[src/tspls_pkg.sv]
// Shared types and constants of the two-set priority-level scheduler.
package tspls_pkg;

    localparam int ID_W          = 4;
    localparam int PRIO_W        = 3;
    localparam int LEVEL_OUT_W   = 2;
    localparam int DEF_MAX_TASKS = 16;
    localparam int DEF_LEVELS    = 4;

    localparam logic CMD_ENQUEUE  = 1'b0;
    localparam logic CMD_SELECT   = 1'b1;
    localparam logic KIND_FRESH   = 1'b0;
    localparam logic KIND_PREEMPT = 1'b1;

    typedef struct packed {
        logic              command;
        logic [ID_W-1:0]   task_id;
        logic [PRIO_W-1:0] static_priority;
        logic              arrival_kind;
    } sched_req_t;

    typedef struct packed {
        logic                   task_found;
        logic [ID_W-1:0]        chosen_task;
        logic [LEVEL_OUT_W-1:0] level_used;
        logic                   to_expired;
        logic                   sets_swapped;
        logic                   overflow;
    } sched_rsp_t;

endpackage

[src/tspls_ram.sv]
// Generic single-write, single-read synchronous RAM with registered read data.
module tspls_ram #(
    parameter int WIDTH = tspls_pkg::ID_W,
    parameter int DEPTH = tspls_pkg::DEF_MAX_TASKS
) (
    input  logic                     clk,
    input  logic                     we,
    input  logic [$clog2(DEPTH)-1:0] waddr,
    input  logic [WIDTH-1:0]         wdata,
    input  logic [$clog2(DEPTH)-1:0] raddr,
    output logic [WIDTH-1:0]         rdata
);

    logic [WIDTH-1:0] mem [DEPTH];
    logic [WIDTH-1:0] rdata_reg;

    always_ff @(posedge clk)
    begin
        if (we)
        begin
            mem[waddr] <= wdata;
        end
        rdata_reg <= mem[raddr];
    end

    assign rdata = rdata_reg;

endmodule

[src/two_set_priority_level_scheduler.sv]
// Top level of the two-set (active / expired) priority-level task scheduler.
//
// Usage:
//   A command transfer is taken at a rising edge where start is high and busy
//   is low; req carries command, task_id, static_priority and arrival_kind.
//   Enqueue places the task id in one of LEVELS FIFOs of the active or the
//   expired set; select pops the head of the highest non-empty active level,
//   swapping the sets first when the active set is empty.
//   Each command gives exactly one result on rsp, marked by done for a single
//   cycle. The receiver cannot stall: the result is taken in that cycle.
// Timing:
//   The result strobe follows the exec state; busy is high during exec, so a
//   new command cannot be taken while one is in flight, but can be taken in
//   the very cycle the previous result is shown. This is set by the registered
//   read data of the slot and level memories: the cycle of acceptance issues
//   the reads, the next one modifies and writes back.
// Reset:
//   rst_n clears the FIFO heads and fill counts, selects set 0 as active and
//   idles the sequencer. Slot and level memories are not cleared; no sweep is
//   needed, fill counts decide which slots hold data.
module two_set_priority_level_scheduler #(
    parameter int MAX_TASKS = tspls_pkg::DEF_MAX_TASKS,
    parameter int LEVELS    = tspls_pkg::DEF_LEVELS
) (
    input  logic                  clk,
    input  logic                  rst_n,
    input  logic                  start,
    input  tspls_pkg::sched_req_t req,
    output logic                  busy,
    output logic                  done,
    output tspls_pkg::sched_rsp_t rsp
);

    import tspls_pkg::*;

    localparam int NQ         = 2 * LEVELS;
    localparam int TASK_W     = $clog2(MAX_TASKS);
    localparam int LVL_W      = $clog2(LEVELS);
    localparam int Q_W        = $clog2(NQ);
    localparam int FILL_W     = $clog2(MAX_TASKS + 1);
    localparam int POS_W      = TASK_W + 1;
    localparam int SLOT_DEPTH = NQ * MAX_TASKS;
    localparam int SLOT_AW    = $clog2(SLOT_DEPTH);
    localparam int MOD_W      = (TASK_W + 1 > ID_W) ? TASK_W + 1 : ID_W;
    localparam int LV_EXT_W   = (LVL_W > LEVEL_OUT_W) ? LVL_W : LEVEL_OUT_W;
    localparam int BASE_W     = (LVL_W > PRIO_W) ? LVL_W : PRIO_W;

    // Sequencer: idle waits for a command, exec does read-modify-write.
    typedef enum logic [1:0] {
        ST_IDLE = 2'b01,
        ST_EXEC = 2'b10
    } state_t;

    state_t state_reg, state_next;

    sched_req_t        req_reg;
    logic              sel_found_reg;
    logic              sel_swap_reg;
    logic [LVL_W-1:0]  sel_lv_reg;
    logic [Q_W-1:0]    sel_q_reg;
    logic              active_reg, active_next;
    logic [TASK_W-1:0] head_reg [NQ];
    logic [TASK_W-1:0] head_next [NQ];
    logic [FILL_W-1:0] fill_reg [NQ];
    logic [FILL_W-1:0] fill_next [NQ];
    logic              done_reg, done_next;
    sched_rsp_t        rsp_reg, rsp_next;

    logic accept;

    // Memory ports
    logic               slot_we;
    logic [SLOT_AW-1:0] slot_waddr, slot_raddr;
    logic [ID_W-1:0]    slot_rdata;
    logic               lvl_we;
    logic [TASK_W-1:0]  lvl_waddr, lvl_raddr;
    logic [LVL_W-1:0]   lvl_wdata, lvl_rdata;

    // Accept-side search
    logic [LEVELS-1:0] ne_act, ne_oth;
    logic              found_act, found_oth;
    logic [LVL_W-1:0]  lv_act, lv_oth;
    logic              srch_set, srch_found;
    logic [LVL_W-1:0]  srch_lv;
    logic [Q_W-1:0]    srch_q;

    // Exec-side enqueue
    logic [BASE_W-1:0] prio_ext, base_w;
    logic [LVL_W-1:0]  base_lv, enq_lv;
    logic              enq_set, enq_exp, enq_full;
    logic [Q_W-1:0]    enq_q;
    logic [POS_W-1:0]  pos_sum;
    logic [TASK_W-1:0] enq_pos;
    logic [LV_EXT_W-1:0] lv_ext;

    // Queue number of a (set, level) pair.
    function automatic logic [Q_W-1:0] qidx(input logic s, input logic [LVL_W-1:0] l);
        return Q_W'(s) * Q_W'(LEVELS) + Q_W'(l);
    endfunction

    // Task id folded into the level store's depth; id is narrow, so a few
    // compare-and-subtract steps suffice.
    function automatic logic [TASK_W-1:0] slot_of(input logic [ID_W-1:0] id);
        logic [MOD_W-1:0] r;
        r = MOD_W'(id);
        for (int i = 0; i < 8; i++)
        begin
            if (r >= MOD_W'(MAX_TASKS))
            begin
                r = r - MOD_W'(MAX_TASKS);
            end
        end
        return r[TASK_W-1:0];
    endfunction

    assign accept = start && (state_reg == ST_IDLE);
    assign busy   = (state_reg == ST_EXEC);
    assign done   = done_reg;
    assign rsp    = rsp_reg;

    // Highest non-empty level in each set, from the fill counts.
    always_comb
    begin
        found_act = 1'b0;
        found_oth = 1'b0;
        lv_act    = '0;
        lv_oth    = '0;
        for (int l = 0; l < LEVELS; l++)
        begin
            ne_act[l] = (fill_reg[qidx(active_reg, LVL_W'(l))] != '0);
            ne_oth[l] = (fill_reg[qidx(~active_reg, LVL_W'(l))] != '0);
            if (ne_act[l])
            begin
                found_act = 1'b1;
                lv_act    = LVL_W'(l);
            end
            if (ne_oth[l])
            begin
                found_oth = 1'b1;
                lv_oth    = LVL_W'(l);
            end
        end
        srch_set   = found_act ? active_reg : ~active_reg;
        srch_lv    = found_act ? lv_act : lv_oth;
        srch_found = found_act | found_oth;
        srch_q     = qidx(srch_set, srch_lv);
    end

    // Reads are issued in the accepting cycle; data is there during exec.
    assign slot_raddr = SLOT_AW'(srch_q) * SLOT_AW'(MAX_TASKS) + SLOT_AW'(head_reg[srch_q]);
    assign lvl_raddr  = slot_of(req.task_id);

    // Enqueue target: level and set from arrival kind and stored level.
    always_comb
    begin
        prio_ext = BASE_W'(req_reg.static_priority);
        base_w   = (prio_ext == '0) ? '0 : prio_ext - BASE_W'(1);
        if (base_w > BASE_W'(LEVELS - 1))
        begin
            base_w = BASE_W'(LEVELS - 1);
        end
        base_lv = base_w[LVL_W-1:0];

        priority if (req_reg.arrival_kind == KIND_FRESH)
        begin
            enq_lv  = base_lv;
            enq_set = active_reg;
            enq_exp = 1'b0;
        end
        else if (lvl_rdata == '0)
        begin
            // quantum used up at the bottom level: expire with fresh level
            enq_lv  = base_lv;
            enq_set = ~active_reg;
            enq_exp = 1'b1;
        end
        else
        begin
            enq_lv  = lvl_rdata - LVL_W'(1);
            enq_set = active_reg;
            enq_exp = 1'b0;
        end

        enq_q    = qidx(enq_set, enq_lv);
        enq_full = (fill_reg[enq_q] == FILL_W'(MAX_TASKS));
        pos_sum  = POS_W'(head_reg[enq_q]) + POS_W'(fill_reg[enq_q]);
        if (pos_sum >= POS_W'(MAX_TASKS))
        begin
            pos_sum = pos_sum - POS_W'(MAX_TASKS);
        end
        enq_pos = pos_sum[TASK_W-1:0];
    end

    assign slot_waddr = SLOT_AW'(enq_q) * SLOT_AW'(MAX_TASKS) + SLOT_AW'(enq_pos);
    assign lvl_waddr  = slot_of(req_reg.task_id);
    assign lvl_wdata  = enq_lv;

    // Read-modify-write of the queue pointers and result formation.
    always_comb
    begin
        state_next  = state_reg;
        active_next = active_reg;
        head_next   = head_reg;
        fill_next   = fill_reg;
        done_next   = 1'b0;
        rsp_next    = rsp_reg;
        slot_we     = 1'b0;
        lvl_we      = 1'b0;
        lv_ext      = '0;

        unique case (state_reg)
            ST_IDLE:
            begin
                if (accept)
                begin
                    state_next = ST_EXEC;
                end
            end
            ST_EXEC:
            begin
                state_next = ST_IDLE;
                done_next  = 1'b1;
                if (req_reg.command == CMD_ENQUEUE)
                begin
                    lvl_we = 1'b1;
                    if (!enq_full)
                    begin
                        slot_we          = 1'b1;
                        fill_next[enq_q] = fill_reg[enq_q] + FILL_W'(1);
                    end
                    lv_ext                = LV_EXT_W'(enq_lv);
                    rsp_next.task_found   = 1'b0;
                    rsp_next.chosen_task  = req_reg.task_id;
                    rsp_next.level_used   = lv_ext[LEVEL_OUT_W-1:0];
                    rsp_next.to_expired   = enq_exp;
                    rsp_next.sets_swapped = 1'b0;
                    rsp_next.overflow     = enq_full;
                end
                else
                begin
                    if (sel_swap_reg)
                    begin
                        active_next = ~active_reg;
                    end
                    if (sel_found_reg)
                    begin
                        if (head_reg[sel_q_reg] == TASK_W'(MAX_TASKS - 1))
                        begin
                            head_next[sel_q_reg] = '0;
                        end
                        else
                        begin
                            head_next[sel_q_reg] = head_reg[sel_q_reg] + TASK_W'(1);
                        end
                        fill_next[sel_q_reg] = fill_reg[sel_q_reg] - FILL_W'(1);
                        lv_ext               = LV_EXT_W'(sel_lv_reg);
                    end
                    rsp_next.task_found   = sel_found_reg;
                    rsp_next.chosen_task  = sel_found_reg ? slot_rdata : '0;
                    rsp_next.level_used   = lv_ext[LEVEL_OUT_W-1:0];
                    rsp_next.to_expired   = 1'b0;
                    rsp_next.sets_swapped = sel_swap_reg;
                    rsp_next.overflow     = 1'b0;
                end
            end
            default:
            begin
                state_next = ST_IDLE;
            end
        endcase
    end

    always_ff @(posedge clk or negedge rst_n)
    begin
        if (!rst_n)
        begin
            state_reg  <= ST_IDLE;
            active_reg <= 1'b0;
            done_reg   <= 1'b0;
            for (int q = 0; q < NQ; q++)
            begin
                head_reg[q] <= '0;
                fill_reg[q] <= '0;
            end
        end
        else
        begin
            state_reg  <= state_next;
            active_reg <= active_next;
            done_reg   <= done_next;
            head_reg   <= head_next;
            fill_reg   <= fill_next;
        end
    end

    // Command and search result captured on the accepting transfer.
    always_ff @(posedge clk)
    begin
        if (accept)
        begin
            req_reg       <= req;
            sel_found_reg <= srch_found;
            sel_swap_reg  <= ~found_act;
            sel_lv_reg    <= srch_lv;
            sel_q_reg     <= srch_q;
        end
        rsp_reg <= rsp_next;
    end

    tspls_ram #(
        .WIDTH (ID_W),
        .DEPTH (SLOT_DEPTH)
    ) u_slot_ram (
        .clk   (clk),
        .we    (slot_we),
        .waddr (slot_waddr),
        .wdata (req_reg.task_id),
        .raddr (slot_raddr),
        .rdata (slot_rdata)
    );

    tspls_ram #(
        .WIDTH (LVL_W),
        .DEPTH (MAX_TASKS)
    ) u_level_ram (
        .clk   (clk),
        .we    (lvl_we),
        .waddr (lvl_waddr),
        .wdata (lvl_wdata),
        .raddr (lvl_raddr),
        .rdata (lvl_rdata)
    );

endmodule
[config.mk]
export PLATFORM = sky130hd
export DESIGN_NAME = two_set_priority_level_scheduler
export DESIGN_NICKNAME = d
export VERILOG_FILES = /design/src/tspls_pkg.sv /design/src/tspls_ram.sv /design/src/two_set_priority_level_scheduler.sv
export SDC_FILE = /design/constraint.sdc
export NUM_CORES = 1
export LEC_CHECK = 0
export CAP_MARGIN = 20
export CORE_MARGIN = 2
export CORE_UTILIZATION = 44
export CTS_CLUSTER_SIZE = 25
export DETAILED_ROUTE_END_ITERATION = 6
export DONT_BUFFER_PORTS = 1
export GPL_ROUTABILITY_DRIVEN = 0
export PLACE_DENSITY = 0.55
export SKIP_CTS_REPAIR_TIMING = 1
export SLEW_MARGIN = 10
export SYNTH_ARGS = -nofsm -noshare
export SYNTH_HDL_FRONTEND = slang
export SYNTH_HIERARCHICAL = 1
export SYNTH_SLANG_ARGS = --single-unit
[constraint.sdc]
create_clock -name clk -period 9.3 [get_ports clk]
set_input_delay 1.395 -clock clk [delete_from_list [all_inputs] [get_ports clk]]
set_output_delay 1.395 -clock clk [all_outputs]
set_load 0.01 [all_outputs]
==> results of run 1 <==
[cells by family after synthesis]
kind of cell | count (synthesis) | share of synthesized area (%)
XOR/XNOR | 13 | 0.431
multiplexers | 248 | 17.1
adder cells (fa/ha/maj) | 8 | 0.373
buffers and inverters | 114 | 1.80
AO/OA/AOI/OAI | 214 | 5.33
flip-flops | 650 | 67.8
AND/OR/NAND/NOR | 437 | 7.19
[stage by stage]
step / setup WS [ns] / area (sq um) / hold WS, ns / power [W] / instances
4_1_cts: 2.89 / 31300 / 0.457 / 0.0109 / 2597
2_1_floorplan: 4.28 / 28100 / 0.464 / 0.00684 / 1684
6_report: 2.78 / 31300 / 0.482 / 0.0108 / 2598
3_3_place_gp: 3.00 / 29100 / 0.473 / 0.00824 / 2471
5_1_grt: 2.56 / 31300 / 0.465 / 0.0113 / 2598
3_5_place_dp: 2.89 / 29100 / 0.491 / 0.00826 / 2471
[worst max-delay path, delay by kind of cell (launching register included)]
kind | cells | cell delay (ns)
AOI/OAI and AO/OA | 3 | 1.15
buffers and inverters | 3 | 1.41
and+or+nand+nor | 3 | 1.52
DFF | 1 | 0.49
adders and majority gates | 2 | 0.66
xor gates and xnor gates | 2 | 0.91
[placed cells by master, fill, tap and decap left out, types with 7 or more instances in the layout]
cell / instances
a22oi_1: 22
or4_1: 9
o22ai_1: 25
and2_1: 13
clkbuf_1: 21
nand3_1: 34
o21ai_0: 46
clkinv_1: 16
clkbuf_16: 72
mux4_2: 178
nand2b_1: 8
mux2_2: 23
o221ai_1: 12
a21oi_1: 26
nand2_1: 114
a31oi_1: 8
xnor2_1: 11
edfxtp_1: 568
nor2_1: 175
dfrtp_1: 75
nor3_1: 27
mux2i_1: 41
buf_4: 28
a2bb2oi_1: 7
a22o_1: 17
nor2b_1: 15
clkinv_2: 7
inv_1: 23
o2bb2ai_1: 19
[final cells by class]
cell class | count | area share, %
clock inverter | 32 | 0.924
timing repair buffer | 30 | 0.824
multi-input combinational | 920 | 27.5
inverter | 26 | 0.320
sequential | 650 | 61.0
tap | 846 | 3.38
clock buffer | 94 | 6.06
[path summary, 6_finish.rpt]
kind                                         to  slack, ns  depth (start not counted)
max in group asynchronous          state_reg[0]       8.62                          0
setup reg to reg           u_slot_ram/mem[4][3]       2.78                         13
setup / recovery           u_slot_ram/mem[4][3]       2.78                         13
hold reg to reg                    state_reg[0]       0.50                          1
min in group clk                   state_reg[0]       0.50                          1
hold / removal                     fill_reg[31]       0.48                          0
[routing by layer]
layer | routed length [um] | global-route usage [%] | vias up | part of all wire [%]
li1 | - | - | 6794 | -
met1 | 31500 | 32.1 | 8326 | 44
met2 | 34400 | 35.1 | 668 | 48
met3 | 4450 | 2.88 | 121 | 6.2
met4 | 1690 | 6.36 | 0 | 2.3
met5 | 0 | 0 | - | 0
[power breakdown]
group          internal [W]  switching, W  leakage [nW]
combinational       0.00204       0.00265          2.63
sequential          0.00334      0.000180          6.19
clock               0.00153       0.00112          1.06
total               0.00690       0.00395          9.87
==> flow_summary.ini, run 1 <==
[routing]
route.detailed.drc = 0
wl_per_cell_um = 27.8
via_per_inst = 6.12
wl_mm = 72.1
ant_nets = 0
dr.first_iter.drc_count = 1638
vias = 15900
drt-pass1-iter-count = 6

[setup_path]
startpoint = req_reg[0]
start_kind = flip-flop
worstPathRequired_ns = 9.55
cp_common_cell = xnor2_1
critPathKind = reg -> reg
path_max_fanout = 33
worstPathArrival_ns = 6.77
path_cells = a21oi_2 -> a21o_2 -> clkinv_1 -> buf_4 -> a221oi_1 -> ha_1 -> inv_1 -> fa_1 -> xnor2_1 -> xnor2_1 -> nor2b_1 -> nand2_1 -> nor2_1
critPathCaptureType = flip-flop
r2r_start = req_reg[0]
cpMaxStageDelayCell = clkinv_1
cp_slowest_stage_delay_ns = 0.80

[timing]
tightestPinTransition_ns = 1.13
max_clock_freq_ghz = 0.153
period_needed_ns = 6.52
hold_violations = 0
clock_skew_ns = 0.0219
finalCritPeriodShare_pct = 70.1
rsz0062_at_grt = no
setup_viol = 0
finalSetupTns_ns = 0
final_max_slew_viol_count = 0
slew_headroom_pct = 24.4

[yosys]
syn_avg_cell_area_sq_um = 16.7
synth-edff-count = 568
yosysWarnings = 6
synth_top_flop_cell = edfxtp_1
synth_nets = 1703
yosys.area.top_type = edfxtp_1
synth-seq-cells = 650
netlist_instances = 1684
yosysMostFrequentCell = edfxtp_1
yosys.area.top_type_share_pct = 60.6
synth_common_cells = 568 x edfxtp_1, 178 x mux4_2, 175 x nor2_1, 114 x nand2_1, 75 x dfrtp_1
ys_types = 76
ys_seq_area_share_pct = 67.8
async_flop_share_pct = 11.7
synthTopCellsByArea = edfxtp_1 61%, mux4_2 14%, dfrtp_1 6.7%
netlist_area_sq_um = 28100

[clock_network]
clk_pin_slew_ns = 0.06
cts_max_path_buffers = 3
cts_htree_levels = 3
cts_sinks = 650
cts_tree = done
clock-root-buffer = clkbuf_16
numCtsBuffers = 70
clock_latency_ns = 0.61

[layout]
fin_nets = 1717
diodes = 0
multi_input_area_sq_um = 8600
fill_cells = 5229
fin_util_pct = 49.5
regArea_sq_um = 19100
drive_above_1_share_pct = 19.9
largest_register_ffs = 512
area_delta_synth_final_pct = 11.1

[floorplan]
rows = 92
die_y_um = 257
start_util_pct = 44.5
die_w_um = 257
design.core.area_sq_um = 63200
io_pins = 24
die_area_sq_um = 66000

[grt]
grt_overflow = 0
grt_pass1_wl_mm = 108
grt_pass1_vias = 16100
antenna_found_initial = 0
grt_use_total_pct = 22.1
grt_max_degree = 102

[placement]
port_buffers = 0
dp_hpwl_mm = 45.5

[status]
outcome = completed

[power]
max-vdd-ir-drop_v = 0.000371
p_leak_nw = 9.87
p_per_area_nw_per_um2 = 347

[job]
cap_violations = 0

[hold_path]
hold_class = in -> async
(Power assumes the default switching activity.)
==> inputs of run 2 (changes only) <==
--- a/config.mk
+++ b/config.mk
@@ -12,7 +12,7 @@
 export DETAILED_ROUTE_END_ITERATION = 6
 export DONT_BUFFER_PORTS = 1
 export GPL_ROUTABILITY_DRIVEN = 0
-export PLACE_DENSITY = 0.55
+export PLACE_DENSITY = 0.57
 export SKIP_CTS_REPAIR_TIMING = 1
 export SLEW_MARGIN = 10
 export SYNTH_ARGS = -nofsm -noshare
==> constraint.sdc (replaced) <==
create_clock -name clk -period 5.4 [get_ports clk]
set_input_delay 0.81 -clock clk [delete_from_list [all_inputs] [get_ports clk]]
set_output_delay 0.81 -clock clk [all_outputs]
set_load 0.01 [all_outputs]
==> run 2 against run 1 <==
Compared with the run above: power increased by 79%; design area increased by 2.5%; combinational power increased by 74%; non-clock buffer count increased by 42; register-to-register slack got worse by 2.5 ns; clock power increased by 93%; wire length decreased by 1.6%; global-route usage decreased by 0.28 points; sequential power increased by 73%; fmax increased by 28%; flip-flop and latch count unchanged; setup slack got worse by 2.5 ns; critical path type unchanged; critical endpoint is now u_slot_ram/rdata[2]; highest routed layer unchanged.
==> flow_summary.ini, run 2 (same netlist as run 1, synthesis figures left out) <==
[setup_path]
cp_num_buf_inv = 1
critPathCaptureType = flip-flop
cpMaxStageDelayCell = or4_1
worstPathArrival_ns = 5.61
cpLargestDelayFamily = multiplexers
path_max_fanout = 20
start_kind = flip-flop
cp_common_cell = mux4_2
r2r_slack_ns = 0.29
r2r_start = fill_reg[27]
path_cells = or4_1 -> nor2_1 -> mux2_2 -> nand2_1 -> a211oi_4 -> mux2i_1 -> mux2_8 -> buf_4 -> mux4_2 -> mux4_2 -> mux4_2 -> mux2_2
startpoint = fill_reg[27]
cp_slowest_stage_delay_ns = 0.60
critPathKind = reg -> reg
worstPathRequired_ns = 5.90

[floorplan]
io_pins = 24
die_area_sq_um = 66000
rows = 92
start_util_pct = 44.5
die_y_um = 257
design.core.area_sq_um = 63200
die_w_um = 257

[routing]
ant_nets = 0
drt-pass1-iter-count = 5
vias = 16100
dr.first_iter.drc_count = 1821
wl_per_cell_um = 26.8
wl_mm = 71.0
via_per_inst = 6.07
route.detailed.drc = 0

[clock_network]
numCtsBuffers = 71
cts_htree_levels = 3
cts_sinks = 650
clock-root-buffer = clkbuf_16
cts_tree = done
clock_latency_ns = 0.62
cts_max_path_buffers = 3
clk_pin_slew_ns = 0.06

[placement]
port_buffers = 0
placed_cells = 2510
post-place-ws_ns = 0.316
post_dp_cell_area_sq_um = 29500
dp_hpwl_mm = 47.1

[grt]
grt_max_degree = 111
antenna_found_initial = 2
grt_use_total_pct = 21.8
grt_overflow = 0
grt_pass1_vias = 16100
grt_pass1_wl_mm = 107

[timing]
final_max_slew_viol_count = 0
hold_violations = 0
setup_viol = 0
rsz0062_at_grt = no
finalCritPeriodShare_pct = 94.6
setup_slack_ns = 0.293
period_needed_ns = 5.11
slew_headroom_pct = 22.5
finalSetupTns_ns = 0
tightestPinTransition_ns = 1.15
max_clock_freq_ghz = 0.196
clock_skew_ns = 0.0277

[layout]
layout.cells.non_filler = 2646
fin_nets = 1760
fin_area_sq_um = 32100
largest_register_ffs = 512
final_common_cell = edfxtp_1
drive_above_1_share_pct = 23.2
final_cell_mix = 568 x edfxtp_1, 178 x mux4_2, 175 x nor2_1
area_delta_synth_final_pct = 13.9
fill_cells = 5085

[power]
p_leak_nw = 10.3
p_per_area_nw_per_um2 = 605
p_total_w = 0.0194
max-vdd-ir-drop_v = 0.000437

[hold_path]
hold_class = in -> async

[job]
cap_violations = 0

[status]
outcome = completed
==> run 2: area by class of cell <==
cell class                      instances  area [sq um]  share of cell area [%]
Sequential cell                       650         19100                    59.5
Multi-Input combinational cell        920          8610                    26.8
Clock buffer                           80          1850                    5.77
Tap cell                              846          1060                    3.30
Timing Repair Buffer                   72           733                    2.29
Clock inverter                         51           633                    1.97
Inverter                               26           100                   0.312
Antenna cell                            1          2.50                 0.00780
==> run 2: power by group <==
part           switching [W]  leakage, nW  internal (W)
Combinational        0.00440         2.89       0.00378
Clock                0.00204         1.20       0.00308
Sequential          0.000356         6.19       0.00574
Total                0.00680         10.3        0.0126
==> run 2: per-stage QoR <==
stage          utilization, %  hold WS, ns
3_3_place_gp             46.6        0.479
3_5_place_dp             46.6        0.486
2_1_floorplan               -        0.464
6_report                 50.7       0.0361
5_1_grt                  50.7      0.00470
4_1_cts                  50.6       -0.151
==> run 2: final timing paths <==
| kind | endpoint | cells after the start |
|---|---|---|
| min in group clk | prio_ext[0] | 0 |
| worst max register to register | u_slot_ram/rdata[2] | 12 |
| worst min register to register | state_reg[0] | 1 |
| worst max-delay path | u_slot_ram/rdata[2] | 12 |
| worst min-delay path | state_reg[0] | 0 |
| max in group asynchronous | head_reg[29] | 1 |
==> run 2: per-layer routing <==
metal	up-vias	track usage (%)	wire, um	part of all wire (%)
met1	8335	31.5	30000	42
li1	6861	-	-	-
met4	0	6.77	2050	2.9
met2	725	33.8	33300	47
met3	132	4.01	5620	7.9
met5	-	0	0	0
